$ cat config.mk
export PLATFORM = sky130hd
export DESIGN_NAME = object_record_parser
export DESIGN_NICKNAME = d
export VERILOG_FILES = /design/src/hw/rtl/orp_pkg.sv /design/src/hw/rtl/orp_front.sv /design/src/hw/rtl/orp_back.sv /design/src/hw/rtl/object_record_parser.sv
export SDC_FILE = /design/constraint.sdc
export NUM_CORES = 1
export LEC_CHECK = 0
export ABC_AREA = 1
export BUFFER_PORTS_ARGS = -buffer_cell sky130_fd_sc_hd__buf_2
export CAP_MARGIN = 10
export CELL_PAD_IN_SITES_DETAIL_PLACEMENT = 2
export CELL_PAD_IN_SITES_GLOBAL_PLACEMENT = 2
export CORE_ASPECT_RATIO = 2
export CORE_UTILIZATION = 38
export DETAILED_ROUTE_END_ITERATION = 10
export MAX_ROUTING_LAYER = met4
export PLACE_DENSITY_LB_ADDON = 0.15
export SLEW_MARGIN = 20
export SYNTH_ARGS = -nofsm -noshare
export SYNTH_HDL_FRONTEND = slang
export SYNTH_SLANG_ARGS = --single-unit
$ cat constraint.sdc
create_clock -name clk -period 5.4 [get_ports clk]
set_clock_uncertainty 0.2 [all_clocks]
set_input_delay 0.81 -clock clk [delete_from_list [all_inputs] [get_ports clk]]
set_output_delay 0.81 -clock clk [all_outputs]
set_load 0.1 [all_outputs]
$ cat src/hw/rtl/orp_pkg.sv
// orp_pkg: shared types and constants of the object record parser.
// Used by orp_front, orp_back and object_record_parser; no dependencies.
package orp_pkg;

  // item queue between front and back
  localparam int QDEPTH = 4;
  localparam int QAW    = $clog2(QDEPTH);

  // record type bytes
  localparam logic [7:0] TYPE_NAME_A = 8'h83;
  localparam logic [7:0] TYPE_NAME_B = 8'h84;
  localparam logic [7:0] TYPE_EXP_A  = 8'h14;
  localparam logic [7:0] TYPE_EXP_B  = 8'h94;

  // name offset selectors and the offsets they pick
  localparam logic [7:0] SEL_C0 = 8'hC0;
  localparam logic [7:0] SEL_B0 = 8'hB0;
  localparam logic [7:0] SEL_A0 = 8'hA0;
  localparam logic [7:0] SEL_20 = 8'h20;
  localparam logic [5:0] OFF_1C = 6'h1C;
  localparam logic [5:0] OFF_20 = 6'h20;
  localparam logic [5:0] OFF_24 = 6'h24;

  // export entry type bytes
  localparam logic [7:0] ETYPE_00 = 8'h00;
  localparam logic [7:0] ETYPE_20 = 8'h20;
  localparam logic [7:0] ETYPE_40 = 8'h40;

  localparam logic [7:0] CHR_LO   = 8'h20;
  localparam logic [7:0] CHR_HI   = 8'h7E;
  localparam logic [7:0] SUM_OK   = 8'hFF;
  localparam logic [7:0] LIMIT_RST = 8'd200;

  // input kinds
  localparam logic IK_BYTE = 1'b0;
  localparam logic IK_EOF  = 1'b1;

  // result kinds
  localparam logic [2:0] RK_NAME_START = 3'd0;
  localparam logic [2:0] RK_NAME_BYTE  = 3'd1;
  localparam logic [2:0] RK_SYM_START  = 3'd2;
  localparam logic [2:0] RK_SYM_BYTE   = 3'd3;
  localparam logic [2:0] RK_REC        = 3'd4;
  localparam logic [2:0] RK_FILE       = 3'd5;

  // status codes
  localparam logic [1:0] ST_OK      = 2'd0;
  localparam logic [1:0] ST_CORRUPT = 2'd1;
  localparam logic [1:0] ST_EXPORTS = 2'd2;

  typedef enum logic [1:0] {
    PH_TYPE, PH_LEN, PH_PAYLOAD, PH_HALT
  } phase_t;

  typedef enum logic [2:0] {
    EN_IDLE, EN_NAME_SEL, EN_NAME_LEN, EN_NAME_CHR,
    EN_EXP_TYPE, EN_EXP_LEN, EN_EXP_CHR
  } entry_t;

  // classified input item
  typedef struct packed {
    logic       kind;
    logic [7:0] data;
    logic       name_type;
    logic       export_type;
    logic       sel_ok;
    logic [5:0] sel_off;
    logic       printable;
    logic       skip_ok;
    logic       skip8;
  } item_t;

  // one result item
  typedef struct packed {
    logic [2:0] result_kind;
    logic [7:0] byte_value;
    logic [1:0] status;
    logic [7:0] export_count;
  } result_t;

endpackage

$ cat src/hw/rtl/orp_front.sv
// orp_front: accepts input bytes, decodes byte classes, and queues items.
// Depends on orp_pkg.
module orp_front (
  input  logic           clk,
  input  logic           rst_n,
  input  logic           in_tvalid,
  output logic           in_tready,
  input  logic [7:0]     in_tdata,
  input  logic [0:0]     in_tuser,
  output logic           q_valid,
  output orp_pkg::item_t q_item,
  input  logic           q_pop
);
  import orp_pkg::*;

  item_t          q_r [QDEPTH];
  logic [QAW-1:0] wr_ptr_r, rd_ptr_r;
  logic [QAW:0]   cnt_r, cnt_nxt;
  item_t          cls;
  logic           push;

  always_comb begin
    cls           = '0;
    cls.kind      = in_tuser[0];
    cls.data      = in_tdata;
    cls.name_type   = (in_tdata == TYPE_NAME_A) || (in_tdata == TYPE_NAME_B);
    cls.export_type = (in_tdata == TYPE_EXP_A) || (in_tdata == TYPE_EXP_B);
    case (in_tdata)
      SEL_C0, SEL_B0: begin
        cls.sel_ok  = 1'b1;
        cls.sel_off = OFF_1C;
      end
      SEL_A0: begin
        cls.sel_ok  = 1'b1;
        cls.sel_off = OFF_20;
      end
      SEL_20: begin
        cls.sel_ok  = 1'b1;
        cls.sel_off = OFF_24;
      end
      default: begin
        cls.sel_ok  = 1'b0;
        cls.sel_off = '0;
      end
    endcase
    cls.printable = (in_tdata >= CHR_LO) && (in_tdata <= CHR_HI);
    cls.skip_ok   = (in_tdata == ETYPE_00) || (in_tdata == ETYPE_20) ||
                    (in_tdata == ETYPE_40);
    cls.skip8     = (in_tdata == ETYPE_40);
  end

  assign in_tready = (cnt_r != (QAW+1)'(QDEPTH));
  assign push      = in_tvalid && in_tready;
  assign q_valid   = (cnt_r != '0);
  assign q_item    = q_r[rd_ptr_r];

  always_comb begin
    cnt_nxt = cnt_r;
    if (push && !q_pop) cnt_nxt = cnt_r + 1'b1;
    else if (!push && q_pop) cnt_nxt = cnt_r - 1'b1;
  end

  always_ff @(posedge clk) begin
    if (!rst_n) begin
      wr_ptr_r <= '0;
      rd_ptr_r <= '0;
      cnt_r    <= '0;
    end else begin
      cnt_r <= cnt_nxt;
      if (push) wr_ptr_r <= wr_ptr_r + 1'b1;
      if (q_pop) rd_ptr_r <= rd_ptr_r + 1'b1;
    end
  end

  always_ff @(posedge clk) begin
    if (push) q_r[wr_ptr_r] <= cls;
  end

endmodule

$ cat src/hw/rtl/orp_back.sv
// orp_back: record and entry parser with result register.
// Depends on orp_pkg; fed by the orp_front queue.
module orp_back (
  input  logic             clk,
  input  logic             rst_n,
  input  logic             cfg_valid,
  input  logic [7:0]       cfg_data,
  input  logic             q_valid,
  input  orp_pkg::item_t   q_item,
  output logic             q_pop,
  output logic             out_valid,
  input  logic             out_ready,
  output orp_pkg::result_t out_res
);
  import orp_pkg::*;

  logic [7:0] limit_r;

  phase_t     phase_r, phase_nxt;
  entry_t     entry_r, entry_nxt;
  logic       is_name_r, is_name_nxt;
  logic       is_exp_r, is_exp_nxt;
  logic [7:0] size_r, size_nxt;
  logic [7:0] pos_r, pos_nxt;
  logic [7:0] sum_r, sum_nxt;
  logic [8:0] fp_r, fp_nxt;
  logic [7:0] sr_r, sr_nxt;
  logic [1:0] rerr_r, rerr_nxt;
  logic [1:0] ferr_r, ferr_nxt;
  logic [7:0] exp_r, exp_nxt;

  logic       ov_r;
  result_t    res_r;

  logic       take;
  logic [7:0] b;
  logic [8:0] b9, pos9, posn9, size9;
  logic [7:0] sum_add, size_len;
  logic       fp_hit, str_over, limit_hit;

  // payload parse results
  logic [1:0] p_fail;
  logic       p_emit, p_inc;
  logic [2:0] p_kind;
  entry_t     p_entry;
  logic [8:0] p_fp;
  logic [7:0] p_sr;

  // length byte results
  logic       l_short, l_fail;
  entry_t     l_entry;

  // verdict
  logic       verdict;
  logic [1:0] rerr_cur, v_status;

  logic       ev_valid;
  result_t    ev;

  assign take      = q_valid && (!ov_r || out_ready);
  assign q_pop     = take;
  assign b         = q_item.data;
  assign b9        = {1'b0, b};
  assign pos9      = {1'b0, pos_r};
  assign posn9     = pos9 + 9'd1;
  assign size9     = {1'b0, size_r};
  assign sum_add   = sum_r + b;
  assign size_len  = b - 8'd2;
  assign fp_hit    = (pos9 == fp_r);
  assign str_over  = (pos9 + b9) >= size9;
  assign limit_hit = (exp_r == (limit_r - 8'd1));

  always_comb begin
    p_fail  = ST_OK;
    p_emit  = 1'b0;
    p_inc   = 1'b0;
    p_kind  = RK_NAME_START;
    p_entry = entry_r;
    p_fp    = fp_r;
    p_sr    = sr_r;
    case (entry_r)
      EN_NAME_SEL: begin
        if (!q_item.sel_ok || ({3'b0, q_item.sel_off} >= size9)) begin
          p_fail = ST_CORRUPT;
        end else begin
          p_fp    = {3'b0, q_item.sel_off};
          p_entry = EN_NAME_LEN;
        end
      end
      EN_NAME_LEN: begin
        if (fp_hit) begin
          if (str_over) begin
            p_fail = ST_CORRUPT;
          end else begin
            p_emit  = 1'b1;
            p_kind  = RK_NAME_START;
            p_sr    = b;
            p_entry = (b == 8'd0) ? EN_IDLE : EN_NAME_CHR;
          end
        end
      end
      EN_NAME_CHR: begin
        if (!q_item.printable) begin
          p_fail = ST_CORRUPT;
        end else begin
          p_emit = 1'b1;
          p_kind = RK_NAME_BYTE;
          p_sr   = sr_r - 8'd1;
          if (p_sr == 8'd0) p_entry = EN_IDLE;
        end
      end
      EN_EXP_TYPE: begin
        if (fp_hit) begin
          if (!q_item.skip_ok) begin
            p_fail = ST_CORRUPT;
          end else begin
            p_fp = fp_r + (q_item.skip8 ? 9'd6 : 9'd5);
            if (p_fp >= size9) p_fail = ST_CORRUPT;
            else p_entry = EN_EXP_LEN;
          end
        end
      end
      EN_EXP_LEN: begin
        if (fp_hit) begin
          if (limit_hit) begin
            p_fail = ST_EXPORTS;
          end else if (str_over) begin
            p_fail = ST_CORRUPT;
          end else begin
            p_inc  = 1'b1;
            p_emit = 1'b1;
            p_kind = RK_SYM_START;
            p_sr   = b;
            if (b != 8'd0) p_entry = EN_EXP_CHR;
          end
        end
      end
      EN_EXP_CHR: begin
        p_emit = 1'b1;
        p_kind = RK_SYM_BYTE;
        p_sr   = sr_r - 8'd1;
      end
      default: ;
    endcase
    // next entry starts right after a finished symbol
    if ((entry_r == EN_EXP_LEN && p_inc && b == 8'd0) ||
        (entry_r == EN_EXP_CHR && p_sr == 8'd0)) begin
      if ((posn9 + 9'd1) < size9) begin
        if ((posn9 + 9'd2) >= size9) begin
          p_fail = ST_CORRUPT;
        end else begin
          p_fp    = posn9 + 9'd2;
          p_entry = EN_EXP_TYPE;
        end
      end else begin
        p_entry = EN_IDLE;
      end
    end
    if (p_fail != ST_OK) p_entry = EN_IDLE;
  end

  // length byte: set up the first field of the payload
  always_comb begin
    l_short = (b < 8'd2);
    l_fail  = 1'b0;
    l_entry = EN_IDLE;
    if (is_name_r) begin
      if (size_len == 8'd0) l_fail = 1'b1;
      else l_entry = EN_NAME_SEL;
    end else if (is_exp_r) begin
      if (size_len == 8'd2) l_fail = 1'b1;
      else if (size_len > 8'd2) l_entry = EN_EXP_TYPE;
    end
  end

  always_comb begin
    verdict  = 1'b0;
    rerr_cur = rerr_r;
    if (phase_r == PH_LEN) begin
      verdict  = l_short || (size_len == 8'd0);
      rerr_cur = l_fail ? ST_CORRUPT : ST_OK;
    end else if (phase_r == PH_PAYLOAD) begin
      verdict  = (posn9 == size9);
      if (rerr_r == ST_OK) rerr_cur = p_fail;
    end
    if ((phase_r == PH_LEN && l_short) || sum_add != SUM_OK) v_status = ST_CORRUPT;
    else v_status = rerr_cur;
  end

  // next state
  always_comb begin
    phase_nxt   = phase_r;
    entry_nxt   = entry_r;
    is_name_nxt = is_name_r;
    is_exp_nxt  = is_exp_r;
    size_nxt    = size_r;
    pos_nxt     = pos_r;
    sum_nxt     = sum_r;
    fp_nxt      = fp_r;
    sr_nxt      = sr_r;
    rerr_nxt    = rerr_r;
    ferr_nxt    = ferr_r;
    exp_nxt     = exp_r;
    if (q_item.kind == IK_EOF) begin
      phase_nxt   = PH_TYPE;
      entry_nxt   = EN_IDLE;
      is_name_nxt = 1'b0;
      is_exp_nxt  = 1'b0;
      size_nxt    = '0;
      pos_nxt     = '0;
      sum_nxt     = '0;
      fp_nxt      = '0;
      sr_nxt      = '0;
      rerr_nxt    = ST_OK;
      ferr_nxt    = ST_OK;
      exp_nxt     = '0;
    end else begin
      case (phase_r)
        PH_TYPE: begin
          is_name_nxt = q_item.name_type;
          is_exp_nxt  = q_item.export_type;
          sum_nxt     = b;
          rerr_nxt    = ST_OK;
          entry_nxt   = EN_IDLE;
          phase_nxt   = PH_LEN;
        end
        PH_LEN: begin
          sum_nxt = sum_add;
          if (!l_short) begin
            size_nxt  = size_len;
            pos_nxt   = '0;
            entry_nxt = l_entry;
            rerr_nxt  = rerr_cur;
            if (l_entry == EN_EXP_TYPE) fp_nxt = 9'd2;
            phase_nxt = PH_PAYLOAD;
          end
        end
        PH_PAYLOAD: begin
          sum_nxt   = sum_add;
          entry_nxt = p_entry;
          fp_nxt    = p_fp;
          sr_nxt    = p_sr;
          rerr_nxt  = rerr_cur;
          pos_nxt   = pos_r + 8'd1;
          if (p_inc) exp_nxt = exp_r + 8'd1;
        end
        default: ;
      endcase
      if (verdict) begin
        entry_nxt = EN_IDLE;
        rerr_nxt  = v_status;
        if (v_status != ST_OK) begin
          ferr_nxt  = v_status;
          phase_nxt = PH_HALT;
        end else begin
          phase_nxt = PH_TYPE;
        end
      end
    end
  end

  // result of this item; a start or character is still sent when the entry
  // that follows it fails
  always_comb begin
    ev_valid        = 1'b0;
    ev              = '0;
    ev.export_count = exp_nxt;
    if (q_item.kind == IK_EOF) begin
      ev_valid        = 1'b1;
      ev.result_kind  = RK_FILE;
      ev.export_count = exp_r;
      if (phase_r == PH_HALT) ev.status = ferr_r;
      else if (phase_r == PH_PAYLOAD || exp_r == 8'd0) ev.status = ST_CORRUPT;
      else ev.status = ST_OK;
    end else if (verdict) begin
      ev_valid       = 1'b1;
      ev.result_kind = RK_REC;
      ev.status      = v_status;
    end else if (phase_r == PH_PAYLOAD && p_emit) begin
      ev_valid       = 1'b1;
      ev.result_kind = p_kind;
      ev.byte_value  = b;
    end
  end

  always_ff @(posedge clk) begin
    if (!rst_n) begin
      limit_r  <= LIMIT_RST;
      phase_r  <= PH_TYPE;
      entry_r  <= EN_IDLE;
      is_name_r <= 1'b0;
      is_exp_r <= 1'b0;
      size_r   <= '0;
      pos_r    <= '0;
      sum_r    <= '0;
      fp_r     <= '0;
      sr_r     <= '0;
      rerr_r   <= ST_OK;
      ferr_r   <= ST_OK;
      exp_r    <= '0;
      ov_r     <= 1'b0;
    end else begin
      if (cfg_valid) limit_r <= cfg_data;
      if (take) begin
        phase_r   <= phase_nxt;
        entry_r   <= entry_nxt;
        is_name_r <= is_name_nxt;
        is_exp_r  <= is_exp_nxt;
        size_r    <= size_nxt;
        pos_r     <= pos_nxt;
        sum_r     <= sum_nxt;
        fp_r      <= fp_nxt;
        sr_r      <= sr_nxt;
        rerr_r    <= rerr_nxt;
        ferr_r    <= ferr_nxt;
        exp_r     <= exp_nxt;
        ov_r      <= ev_valid;
      end else if (out_ready) begin
        ov_r <= 1'b0;
      end
    end
  end

  always_ff @(posedge clk) begin
    if (take) res_r <= ev;
  end

  assign out_valid = ov_r;
  assign out_res   = res_r;

endmodule

$ cat src/hw/rtl/object_record_parser.sv
// object_record_parser: top level of the object file record checker.
// Depends on orp_pkg, orp_front and orp_back.
//
//  channel | dir | handshake            | payload
//  --------+-----+----------------------+-------------------------------------
//  in      | in  | in_tvalid/in_tready  | tdata: data_byte; tuser: kind
//  out     | out | out_tvalid/out_tready| tdata: byte_value,status,export_count
//          |     |                      | tuser: result_kind
//  cfg     | in  | cfg_valid/cfg_ready  | cfg_data: export_limit
//
// One byte per cycle sustained while out is not stalled. An accepted byte
// lands in a 4-entry queue and is parsed once it reaches the head; its result
// (if any) is registered and shown on out. The parser steps one queued
// item per cycle whenever the result register is empty or being drained, so
// a stalled output backs up into the queue and then into in_tready.
// Synchronous active-low reset; export_limit resets to 200. cfg_ready is
// always high.
module object_record_parser (
  input  logic        clk,
  input  logic        rst_n,
  // input stream
  input  logic        in_tvalid,
  output logic        in_tready,
  input  logic [7:0]  in_tdata,   // [7:0] data_byte
  input  logic [0:0]  in_tuser,   // [0] kind: 0 byte, 1 end of file
  // result stream
  output logic        out_tvalid,
  input  logic        out_tready,
  output logic [23:0] out_tdata,  // [7:0] byte_value, [9:8] status,
                                  // [17:10] export_count, [23:18] zero
  output logic [2:0]  out_tuser,  // [2:0] result_kind
  // export_limit register
  input  logic        cfg_valid,
  output logic        cfg_ready,
  input  logic [7:0]  cfg_data
);
  import orp_pkg::*;

  logic    q_valid, q_pop;
  item_t   q_item;
  result_t res;

  orp_front u_front (
    .clk       (clk),
    .rst_n     (rst_n),
    .in_tvalid (in_tvalid),
    .in_tready (in_tready),
    .in_tdata  (in_tdata),
    .in_tuser  (in_tuser),
    .q_valid   (q_valid),
    .q_item    (q_item),
    .q_pop     (q_pop)
  );

  orp_back u_back (
    .clk       (clk),
    .rst_n     (rst_n),
    .cfg_valid (cfg_valid),
    .cfg_data  (cfg_data),
    .q_valid   (q_valid),
    .q_item    (q_item),
    .q_pop     (q_pop),
    .out_valid (out_tvalid),
    .out_ready (out_tready),
    .out_res   (res)
  );

  assign cfg_ready = 1'b1;
  assign out_tuser = res.result_kind;
  assign out_tdata = {6'b0, res.export_count, res.status, res.byte_value};

  // result kinds stay within the defined set
  a_kind_range: assert property (@(posedge clk) disable iff (!rst_n)
    out_tvalid |-> (out_tuser <= RK_FILE))
    else $error("result kind out of range");

  // starts and characters carry no status
  a_str_status: assert property (@(posedge clk) disable iff (!rst_n)
    out_tvalid && (out_tuser == RK_NAME_START || out_tuser == RK_NAME_BYTE ||
                   out_tuser == RK_SYM_START || out_tuser == RK_SYM_BYTE)
    |-> (res.status == ST_OK))
    else $error("status set on a string result");

  // verdicts carry a zero byte value and a defined status
  a_verdict_val: assert property (@(posedge clk) disable iff (!rst_n)
    out_tvalid && (out_tuser == RK_REC || out_tuser == RK_FILE)
    |-> (res.byte_value == 8'd0) && (res.status != 2'd3))
    else $error("bad verdict payload");

  // a result after reset only follows an accepted queue item
  a_no_invent: assert property (@(posedge clk) disable iff (!rst_n)
    $rose(out_tvalid) |-> $past(q_pop))
    else $error("result without a parsed item");

endmodule

=== Yosys cells after proc, flatten, opt, wreduce, memory -nomap -nowiden ===
Memories as Yosys holds them, arrays and structs flattened. A register that Yosys moved wholly into a read port is not among the register bits.
Index checks and enable logic that the tools add are counted.

* Register bits: 97
* RAM bits: 84
* Input bits: 22
* Output and inout bits: 30
* Logic and storage cells: 267
* Memories kept: 1

* $add $sub $neg: 15
* $lt $le $gt $ge: 9
* Equality and inequality tests: 29
* Muxes and demuxes: 129
* Bitwise logic cells: 1
* Reduce and logical (&&, ||, !) cells: 60

{| class="wikitable"
|+ Memory list
! name !! depth !! bits a word !! read ports !! clocked after memory_dff !! write ports !! RTL line !! RTL
|-
| u_front.q_r || 4 || 21 || 1 || 1 || 1 || orp_front.sv:16 || <nowiki>item_t q_r [QDEPTH];</nowiki>
|}

{| class="wikitable"
|+ Operators with widths
! cell !! count
|-
| 8-bit 2-to-1 mux || 17
|-
| 3-bit 2-to-1 mux || 27
|-
| 9-bit 2-to-1 mux || 9
|-
| 2-bit 2-to-1 mux || 30
|-
| 8-bit == test (second input constant) || 6
|-
| 8-bit zero test || 6
|-
| 9-bit one-hot mux with 2 select lines || 2
|-
| 1-bit 2-to-1 mux || 32
|-
| 8-bit one-hot mux with 2 select lines || 2
|-
| 8-bit one-hot mux with 4 select lines || 1
|-
| 9-bit by 8-bit >= comparator with 1-bit output || 3
|-
| 7-bit one-hot mux with 3 select lines || 1
|-
| 3-bit one-hot mux with 3 select lines || 2
|-
| 2-bit nonzero test || 9
|-
| 8-bit by 1-bit adder with 8-bit output (second input constant) || 2
|-
| 8-bit by 1-bit subtractor with 8-bit output (second input constant) || 2
|-
| 3-bit one-hot mux with 5 select lines || 1
|-
| 3-bit AND reduction || 5
|-
| 3-bit == test (second input constant) || 4
|-
| 11-bit 2-to-1 mux || 1
|-
| 1-bit logical AND || 10
|-
| 1-bit logical OR || 10
|-
| 2-bit one-hot mux with 5 select lines || 1
|-
| 8-bit by 1-bit adder with 9-bit output (second input constant) || 1
|-
| other kinds (44) || 59
|}

=== Longest topological paths before layout ===
Gate-level depths: netlist of the first run.

* Word-level depth: 18
* Gate-level depth with buffers: 42
* Gate-level depth less buffers: 42

=== Cells and area by module ===
A second synthesis of the first run with hierarchy kept.

* Cells, all modules: 1,392
* Area total of the unflattened synthesis: 10,961.8 um^2

{| class="wikitable"
|+ By module, submodules not included
! module !! times used !! cells each !! area each (um^2) !! sequential area each (um^2)
|-
| orp_back || 1 || 1,107 || 7,547.2 || 2,011.9
|-
| orp_front || 1 || 276 || 3,354.5 || 2,342.2
|-
| object_record_parser || 1 || 9 || 60.1 || 0.0
|}

=== Least setup slack after synthesis of the first run ===
Ideal clock, no wire load.

* Path type: register -> register
* Start point: register (tool-made name)
* End point: register u_back.res_r, in the netlist u_back.out_res[8] (data pin)
* Setup time: 0.275 ns
* Data arrival time: 4.309 ns
* Required time: 4.925 ns
* Slack: 0.617 ns
* Stages on the path, launching flop included: 37
* Buffers on the path: 2
* Period minus slack after synthesis: 4.783 ns
* Cells stage by stage: dfxtp_1 buf_2 inv_2 buf_2 a32oi_1 ha_1 inv_1 fa_1 nor2_1 nor2_1 nor2_1 nor2_1 xnor2_1 ha_1 a21o_1 a21oi_1 nand2_1 nand2_1 nand3_1 inv_1 nand3_4 nand2_4 nand2_1 nand3_1 nand2_1 nand2_1 nor3_2 nand2_1 nand2_1 nand2_1 nand2_1 nand2_1 nand2_1 nand2_2 nand3_1 nand2_1 o22ai_1

{| class="wikitable"
|+ RTL lines
! what !! RTL line !! RTL
|-
| end signal: assignment || orp_back.sv:325 || <nowiki>if (take) res_r <= ev;</nowiki>
|-
| end: declaration || orp_back.sv:33 || <nowiki>result_t res_r;</nowiki>
|}

==> results.py, run 1 <==
metrics = {
    "clocking": {
        "h-tree-depth": 4,
        "cts_sinks": 171,
        "cts_hold_buffers": 0,
        "numCtsBuffers": 17,
        "insertion_delay_ps": 460,
        "tritoncts_clock_tree": "done",
        "cts.reportedPaths.clkPinSlew_ps": 80,
        "clock-root-buffer": "clkbuf_16",
        "ctsLongestPathBuffers": 2,
    },
    "worst_setup_path": {
        "crit_path_start_kind": "flip-flop",
        "timing.critical_path.arrival_ps": 5440,
        "slowest_delay_ps": 370,
        "cpMaxStageDelayCell": "dfxtp_2",
        "r2r_slack_ps": 90,
        "timing.critical_path.mode_cell": "nand2_1",
        "path_class": "reg -> reg",
        "worst_setup_path_end_kind": "flip-flop",
        "critPathMaxFanout": 8,
        "ff2ff_path_depth": 33,
        "regToRegEndpoint": "u_back.fp_r[5]",
        "cp_data_required_time_ps": 5530,
    },
    "cells_and_area": {
        "post_route_cells_drive_above_1_share_pct": 16.2,
        "fillers": 3187,
        "postLayoutCoreUtil_pct": 44.8,
        "fin_cells": 1810,
        "num_antenna_cells": 0,
        "finalNetCount": 1538,
        "area_delta_synth_final_pct": 16.3,
        "final_cell_area_um2": 12600,
    },
    "worst_hold_path": {
        "worstHoldPathType": "reg -> reg",
        "whs_path_depth": 2,
        "timing.hold.worst.start": "u_back.fp_r[8]",
        "hold_end": "u_back.fp_r[8]",
    },
    "placed_design": {
        "portBuffers": 44,
        "gp_congestion": 0.861,
        "detailedPlacementHpwl_mm": 31.7,
        "dpl.cell_count": 1763,
        "placed_cell_area_um2": 11600,
    },
    "synth": {
        "yosysTopAreaCellShare_pct": 25.8,
        "synth_commonest_cells": "273 x nand2_1, 166 x inv_1, 115 x a21oi_1",
        "synth_area_um2": 10800,
        "syn_avg_cell_area_um2": 7.96,
        "seq_area_frac_synth_pct": 40.2,
        "synth_compound_area_share_pct": 15.8,
        "yosysTopAreaCell": "edfxtp_1",
        "most_frequent_cell_after_synthesis": "nand2_1",
        "synth_top_family_by_area": "simple AND/OR/NAND/NOR gates",
        "synthDistinctLibCells": 64,
        "synth-edff-count": 93,
        "synth_mux_area_share_pct": 0,
        "synth-main-ff-cell": "edfxtp_1",
        "post_synth_fa_ha_maj_area_fraction_pct": 8.95,
        "dominant_cells_by_area_after_synthesis": "edfxtp_1 26%, dfxtp_1 14%, nand2_1 9.5%, ha_1 8.2%, inv_1 5.8%",
        "yosysWarnings": 0,
        "synth_async_sr_flop_share_pct": 0,
        "synth-simple-area-share_pct": 22.3,
        "synthXorXnorAreaFrac_pct": 4.20,
        "ys_seq_elements": 171,
        "mapped_cells": 1359,
    },
    "sta": {
        "max_slew_margin_pct": 19.5,
        "timing.final.hold_violations": 0,
        "max_slew.worst_pin.slew_ps": 1190,
        "timing.final.setup_violations": 0,
        "f_max_mhz": 188,
        "report.final.slew_viol_count": 0,
        "period_needed_ps": 5310,
        "fin_crit_sh_pct": 98.4,
    },
    "power_and_ir_drop": {
        "p_seq_share_pct": 23.6,
        "power.share.switching_pct": 53.7,
        "ir_drop_worst_case_vdd_mv": 0.352,
        "power.net_switching_mw": 4.30,
        "total_power_mw": 8.00,
        "p_clk_share_pct": 16.5,
        "total_leakage_power_nw": 5.20,
        "intPower_mw": 3.70,
        "power-per-cell-area_nw_per_um2": 636,
        "power_frac_comb_pct": 59.9,
    },
    "route": {
        "detailroute.via_count": 10400,
        "antenna_violating_nets_post_route": 0,
        "firstDrtPassIters": 7,
        "drc": 0,
        "viasPerCell": 5.72,
        "detail_route.wirelength_mm": 43.6,
        "post_drt_wl_per_cell_um": 24.1,
        "drt_first_iter_violations": 277,
    },
    "run": {
        "timing.max_cap.violations": 0,
    },
    "grt": {
        "grt_antenna_before_repair": 0,
        "track_usage_pct": 30.5,
        "wire_length_of_the_first_global_routing_pass_mm": 64.1,
        "grt_pass1_vias": 11500,
        "grt.overflow.total": 0,
        "maximum_number_of_pins_on_one_net_before_global_route_repair": 32,
    },
    "floorplan": {
        "fp.dieW_um": 121,
        "initial_utilization_pct": 38.5,
        "placeableCoreArea_um2": 28100,
        "io-pin-count": 52,
        "fp.dieH_um": 241,
        "design.die.area_um2": 29200,
        "row_count": 87,
    },
    "run_status": {
        "run_status": "completed",
    },
}
through the flow:
step	TNS (ps)	worst slack [ps]	hold slack [ps]
6_report	0	87.5	273
5_1_grt	-1250	-124	296
4_1_cts	0	25.4	276
3_5_place_dp	0	17.2	267
3_3_place_gp	0	299	254
2_1_floorplan	0	617	236
what timing repair did:
item / CTS / global route
buffers inserted: 1 / 14
pin swaps: 1 / 23
gates resized for setup: 4 / 57
setup endpoints to repair: 8 / 27
area by class of cell:
type	instances	area, µm²	area share, %
inverters	186	713	5.67
flip-flops and latches	171	4360	34.6
clock buffers	19	433	3.44
clock inverters	13	156	1.24
repair buffers	100	668	5.31
multi-input cells	965	5810	46.2
well taps	356	445	3.54
worst max-delay path by stage:
| stage | startpoint | depth (start not counted) | to | slack (ps) |
|---|---|---|---|---|
| floorplan | flip-flop | 36 | u_back.out_res[8] | 620 |
| global placement | flip-flop | 36 | u_back.out_res[8] | 300 |
| detailed placement | flip-flop | 36 | u_back.out_res[8] | 20 |
| CTS | flip-flop | 39 | u_back.rerr_r[0] | 30 |
| global route | flip-flop | 42 | u_back.rerr_r[0] | -120 |
| finish | flip-flop | 33 | u_back.fp_r[5] | 90 |
power by group through the flow:
stage | logic, mW | clock network, mW | registers [mW]
3_3_place_gp | 4.28 | 0 | 1.86
3_5_place_dp | 4.45 | 0 | 1.88
6_report | 4.79 | 1.32 | 1.89
4_1_cts | 4.56 | 1.31 | 1.87
5_1_grt | 5.17 | 1.38 | 1.91
2_1_floorplan | 2.41 | 0 | 2.43
sequential cells by signal, indices dropped and copies added (netlist names), named ones only:
name / cells
u_back.is_name_r: 1
u_front.wr_ptr_r: 2
u_back.sr_r: 8
u_front.rd_ptr_r: 2
u_back.exp_r: 8
u_back.rerr_r: 2
u_back.pos_r: 8
u_back.entry_r: 3
u_front.q_r: 72
u_back.out_res: 21
u_back.fp_r: 9
u_back.is_exp_r: 1
u_back.out_valid: 1
u_back.ferr_r: 2
u_back.phase_r: 2
u_back.limit_r: 8
u_back.sum_r: 8
u_back.size_r: 8
u_front.cnt_r: 3
kinds of logic (layout without fill, tap and decap cells):
logic type,count (synthesis),count (layout)
fa+ha+maj,75,75
buf+inv,228,318
other cells,2,7
xor+xnor,51,51
flops,171,171
simple gates,537,537
compound gates,295,295
routing by layer:
layer  global-route usage [%]  vias up  part of all wire (%)
li1                         -     4747                     -
met1                     27.1     5293                    34
met2                     60.5      211                    59
met3                     3.69      110                   2.1
met4                     16.6        0                   5.1
met5                        -        -                     0
cells in the final DEF (no fill, tap or decap), types with 13 or more instances in the layout:
cell type  instances
a211oi_1          14
buf_4             51
ha_1              67
nand2_2           18
nor2_1           106
o211ai_1          16
a21oi_1          110
nor3_1            13
inv_2             19
edfxtp_1          93
inv_1            164
xor2_1            41
clkbuf_16         17
nand3_1           71
nand4_1           17
nand2_1          260
dfxtp_1           76
buf_2             44
o21ai_0           88
critical path, delay by kind of cell, from the launching register on:
kind,cells,cell delay (ps)
and+or+nand+nor,15,1520
AOI/OAI and AO/OA,7,1160
buffers and inverters,8,1150
adders and majority gates,2,640
DFF,1,370
xor gates and xnor gates,1,130
Note: power is estimated with default switching activity, not from simulation.
==> run 2: changes to the inputs <==
==> constraint.sdc (replaced) <==
create_clock -name clk -period 5.4 [get_ports clk]
set_clock_uncertainty 0.2 [all_clocks]
set_input_delay 0 -clock clk [delete_from_list [all_inputs] [get_ports clk]]
set_output_delay 0 -clock clk [all_outputs]
set_load 0.1 [all_outputs]
==> run 2 against run 1 <==
Effect of this change: the flow now finishes with violations (design-rule violations); register-to-register slack better by 80 ps; largest cell class unchanged; power decreased by 1.6%; combinational power is 2% lower.
==> results.py, run 2 (synthesis results as in run 1) <==
metrics = {
    "floorplan": {
        "design.die.area_um2": 29200,
        "row_count": 87,
        "fp.dieH_um": 241,
        "initial_utilization_pct": 38.5,
        "io-pin-count": 52,
        "fp.dieW_um": 121,
        "placeableCoreArea_um2": 28100,
    },
    "clocking": {
        "tritoncts_clock_tree": "done",
        "cts.reportedPaths.clkPinSlew_ps": 80,
        "cts_sinks": 171,
        "h-tree-depth": 4,
        "insertion_delay_ps": 460,
        "ctsLongestPathBuffers": 2,
        "numCtsBuffers": 17,
        "clock-root-buffer": "clkbuf_16",
    },
    "grt": {
        "grt.overflow.total": 0,
        "wire_length_of_the_first_global_routing_pass_mm": 65.3,
        "track_usage_pct": 31.2,
        "maximum_number_of_pins_on_one_net_before_global_route_repair": 33,
        "grt_pass1_vias": 11600,
        "grt_antenna_before_repair": 0,
    },
    "route": {
        "viasPerCell": 5.62,
        "detail_route.wirelength_mm": 43.2,
        "firstDrtPassIters": 7,
        "post_drt_wl_per_cell_um": 23.5,
        "drc": 2,
        "detailroute.via_count": 10300,
        "drt_first_iter_violations": 320,
        "antenna_violating_nets_post_route": 0,
    },
    "sta": {
        "report.final.slew_viol_count": 0,
        "fin_crit_sh_pct": 96.9,
        "setup_repair_after_global_routing_missed_its_margin": "yes",
        "timing.final.hold_violations": 0,
        "timing.final.setup_violations": 0,
        "layout_setup_ws_ps": 166,
        "max_slew.worst_pin.slew_ps": 1140,
        "f_max_mhz": 191,
        "period_needed_ps": 5230,
        "max_slew_margin_pct": 23.6,
        "tns_ps": 0,
    },
    "run_status": {
        "run_status": "finished with violations",
        "violations": "design-rule violations",
    },
    "power_and_ir_drop": {
        "power-per-cell-area_nw_per_um2": 611,
        "ir_drop_worst_case_vdd_mv": 0.471,
        "total_leakage_power_nw": 5.34,
    },
    "cells_and_area": {
        "max_flop_register": "u_front.q_r",
        "fillers": 3140,
        "layout_common_cells": "260 x nand2_1, 166 x inv_1, 109 x a21oi_1, 106 x nor2_1, 93 x edfxtp_1",
        "layout_commonest_cell": "nand2_1",
        "finalNetCount": 1565,
        "final_cell_area_um2": 12900,
        "post_route_cells_drive_above_1_share_pct": 15.1,
        "fin_cells": 1837,
        "area_delta_synth_final_pct": 19.1,
        "number_of_flip_flops_under_the_largest_register_name": 72,
        "num_antenna_cells": 0,
    },
    "worst_setup_path": {
        "timing.critical_path.arrival_ps": 5350,
        "path_class": "reg -> reg",
        "slowest_delay_ps": 420,
        "critPathMaxFanout": 9,
        "cp_data_required_time_ps": 5520,
        "timing.critical_path.mode_cell": "nand2_1",
        "worst_setup_path_end_kind": "flip-flop",
        "cpMaxStageDelayCell": "fa_2",
        "crit_path_start_kind": "flip-flop",
    },
    "placed_design": {
        "placed_cell_area_um2": 11600,
        "gp_congestion": 0.861,
        "portBuffers": 44,
        "pre_cts_slack_ps": 55.5,
        "detailedPlacementHpwl_mm": 32.0,
        "dpl.cell_count": 1763,
    },
    "run": {
        "timing.max_cap.violations": 0,
    },
    "worst_hold_path": {
        "worstHoldPathType": "in -> reg",
    },
}
## run 2: changes by cell type in the layout (fill, tap and decap cells not counted), moves of 2 or more
cell           before  now
clkinv_8            1    4
clkbuf_16          17   19
ha_1               67   69
inv_2              19   17
dlygate4sd3_1       0   36
clkbuf_1            2    0
clkinvlp_4          0    2
inv_1             164  166
buf_4              51   41
ha_4                3    1
## run 2: layout make-up
class / count / area (µm²) / area share [%]
timing repair buffer: 127 / 1000 / 7.76
clock buffer: 17 / 425 / 3.30
tap: 356 / 445 / 3.45
sequential: 171 / 4360 / 33.8
clock inverter: 15 / 183 / 1.42
inverter: 186 / 708 / 5.49
multi-input combinational: 965 / 5780 / 44.8
## run 2: repair_timing
action                                 CTS  global route
endpoints found under the hold margin   97             0
cloned                                   0             2
buffers inserted                         0             4
setup endpoints to repair                8            27
gates resized for setup                  3            50
hold buffers                            36             0
pin swaps                                0            17
## run 2: critical path, delay by kind of cell, from the launching register on
family	cells	cell delay (ps)
and+or+nand+nor	19	1850
adders and majority gates	3	980
buffers and inverters	7	870
AOI/OAI and AO/OA	4	680
xor gates and xnor gates	1	130
DFF	1	340
## run 2: where the power goes
part | total, mW | internal [mW] | leakage, nW | switching (mW)
combinational | 4.71 | 1.28 | 3.57 | 3.43
sequential | 1.87 | 1.68 | 1.49 | 0.185
clock | 1.30 | 0.662 | 0.288 | 0.634
## run 2: path summary, 6_finish.rpt
kind             startpoint            endpoint  slack (ps)  depth (start not counted)
min reg2reg  u_back.fp_r[8]      u_back.fp_r[8]         270                          2
max               flip-flop      u_back.fp_r[3]         170                         34
max reg2reg       flip-flop      u_back.fp_r[3]         170                         34
min                in_tuser  u_front.q_r[0][20]         140                          2
## run 2: stage by stage
stage / hold slack, ps / total power, mW / util [%]
after floorplan: -101 / 4.84 / -
after global placement: 8.27 / 6.14 / 41.4
after detailed placement: 13.4 / 6.33 / 41.4
after CTS: 93.6 / 7.72 / 44.9
after global routing: 129 / 8.34 / 45.9
final: 138 / 7.87 / 45.9
## run 2: per-layer routing
| layer | track usage [%] | share of wire, % |
|---|---|---|
| met5 | - | 0 |
| met4 | 16.2 | 5.3 |
| met3 | 3.52 | 1.8 |
| met2 | 61.1 | 58 |
| met1 | 28.8 | 35 |
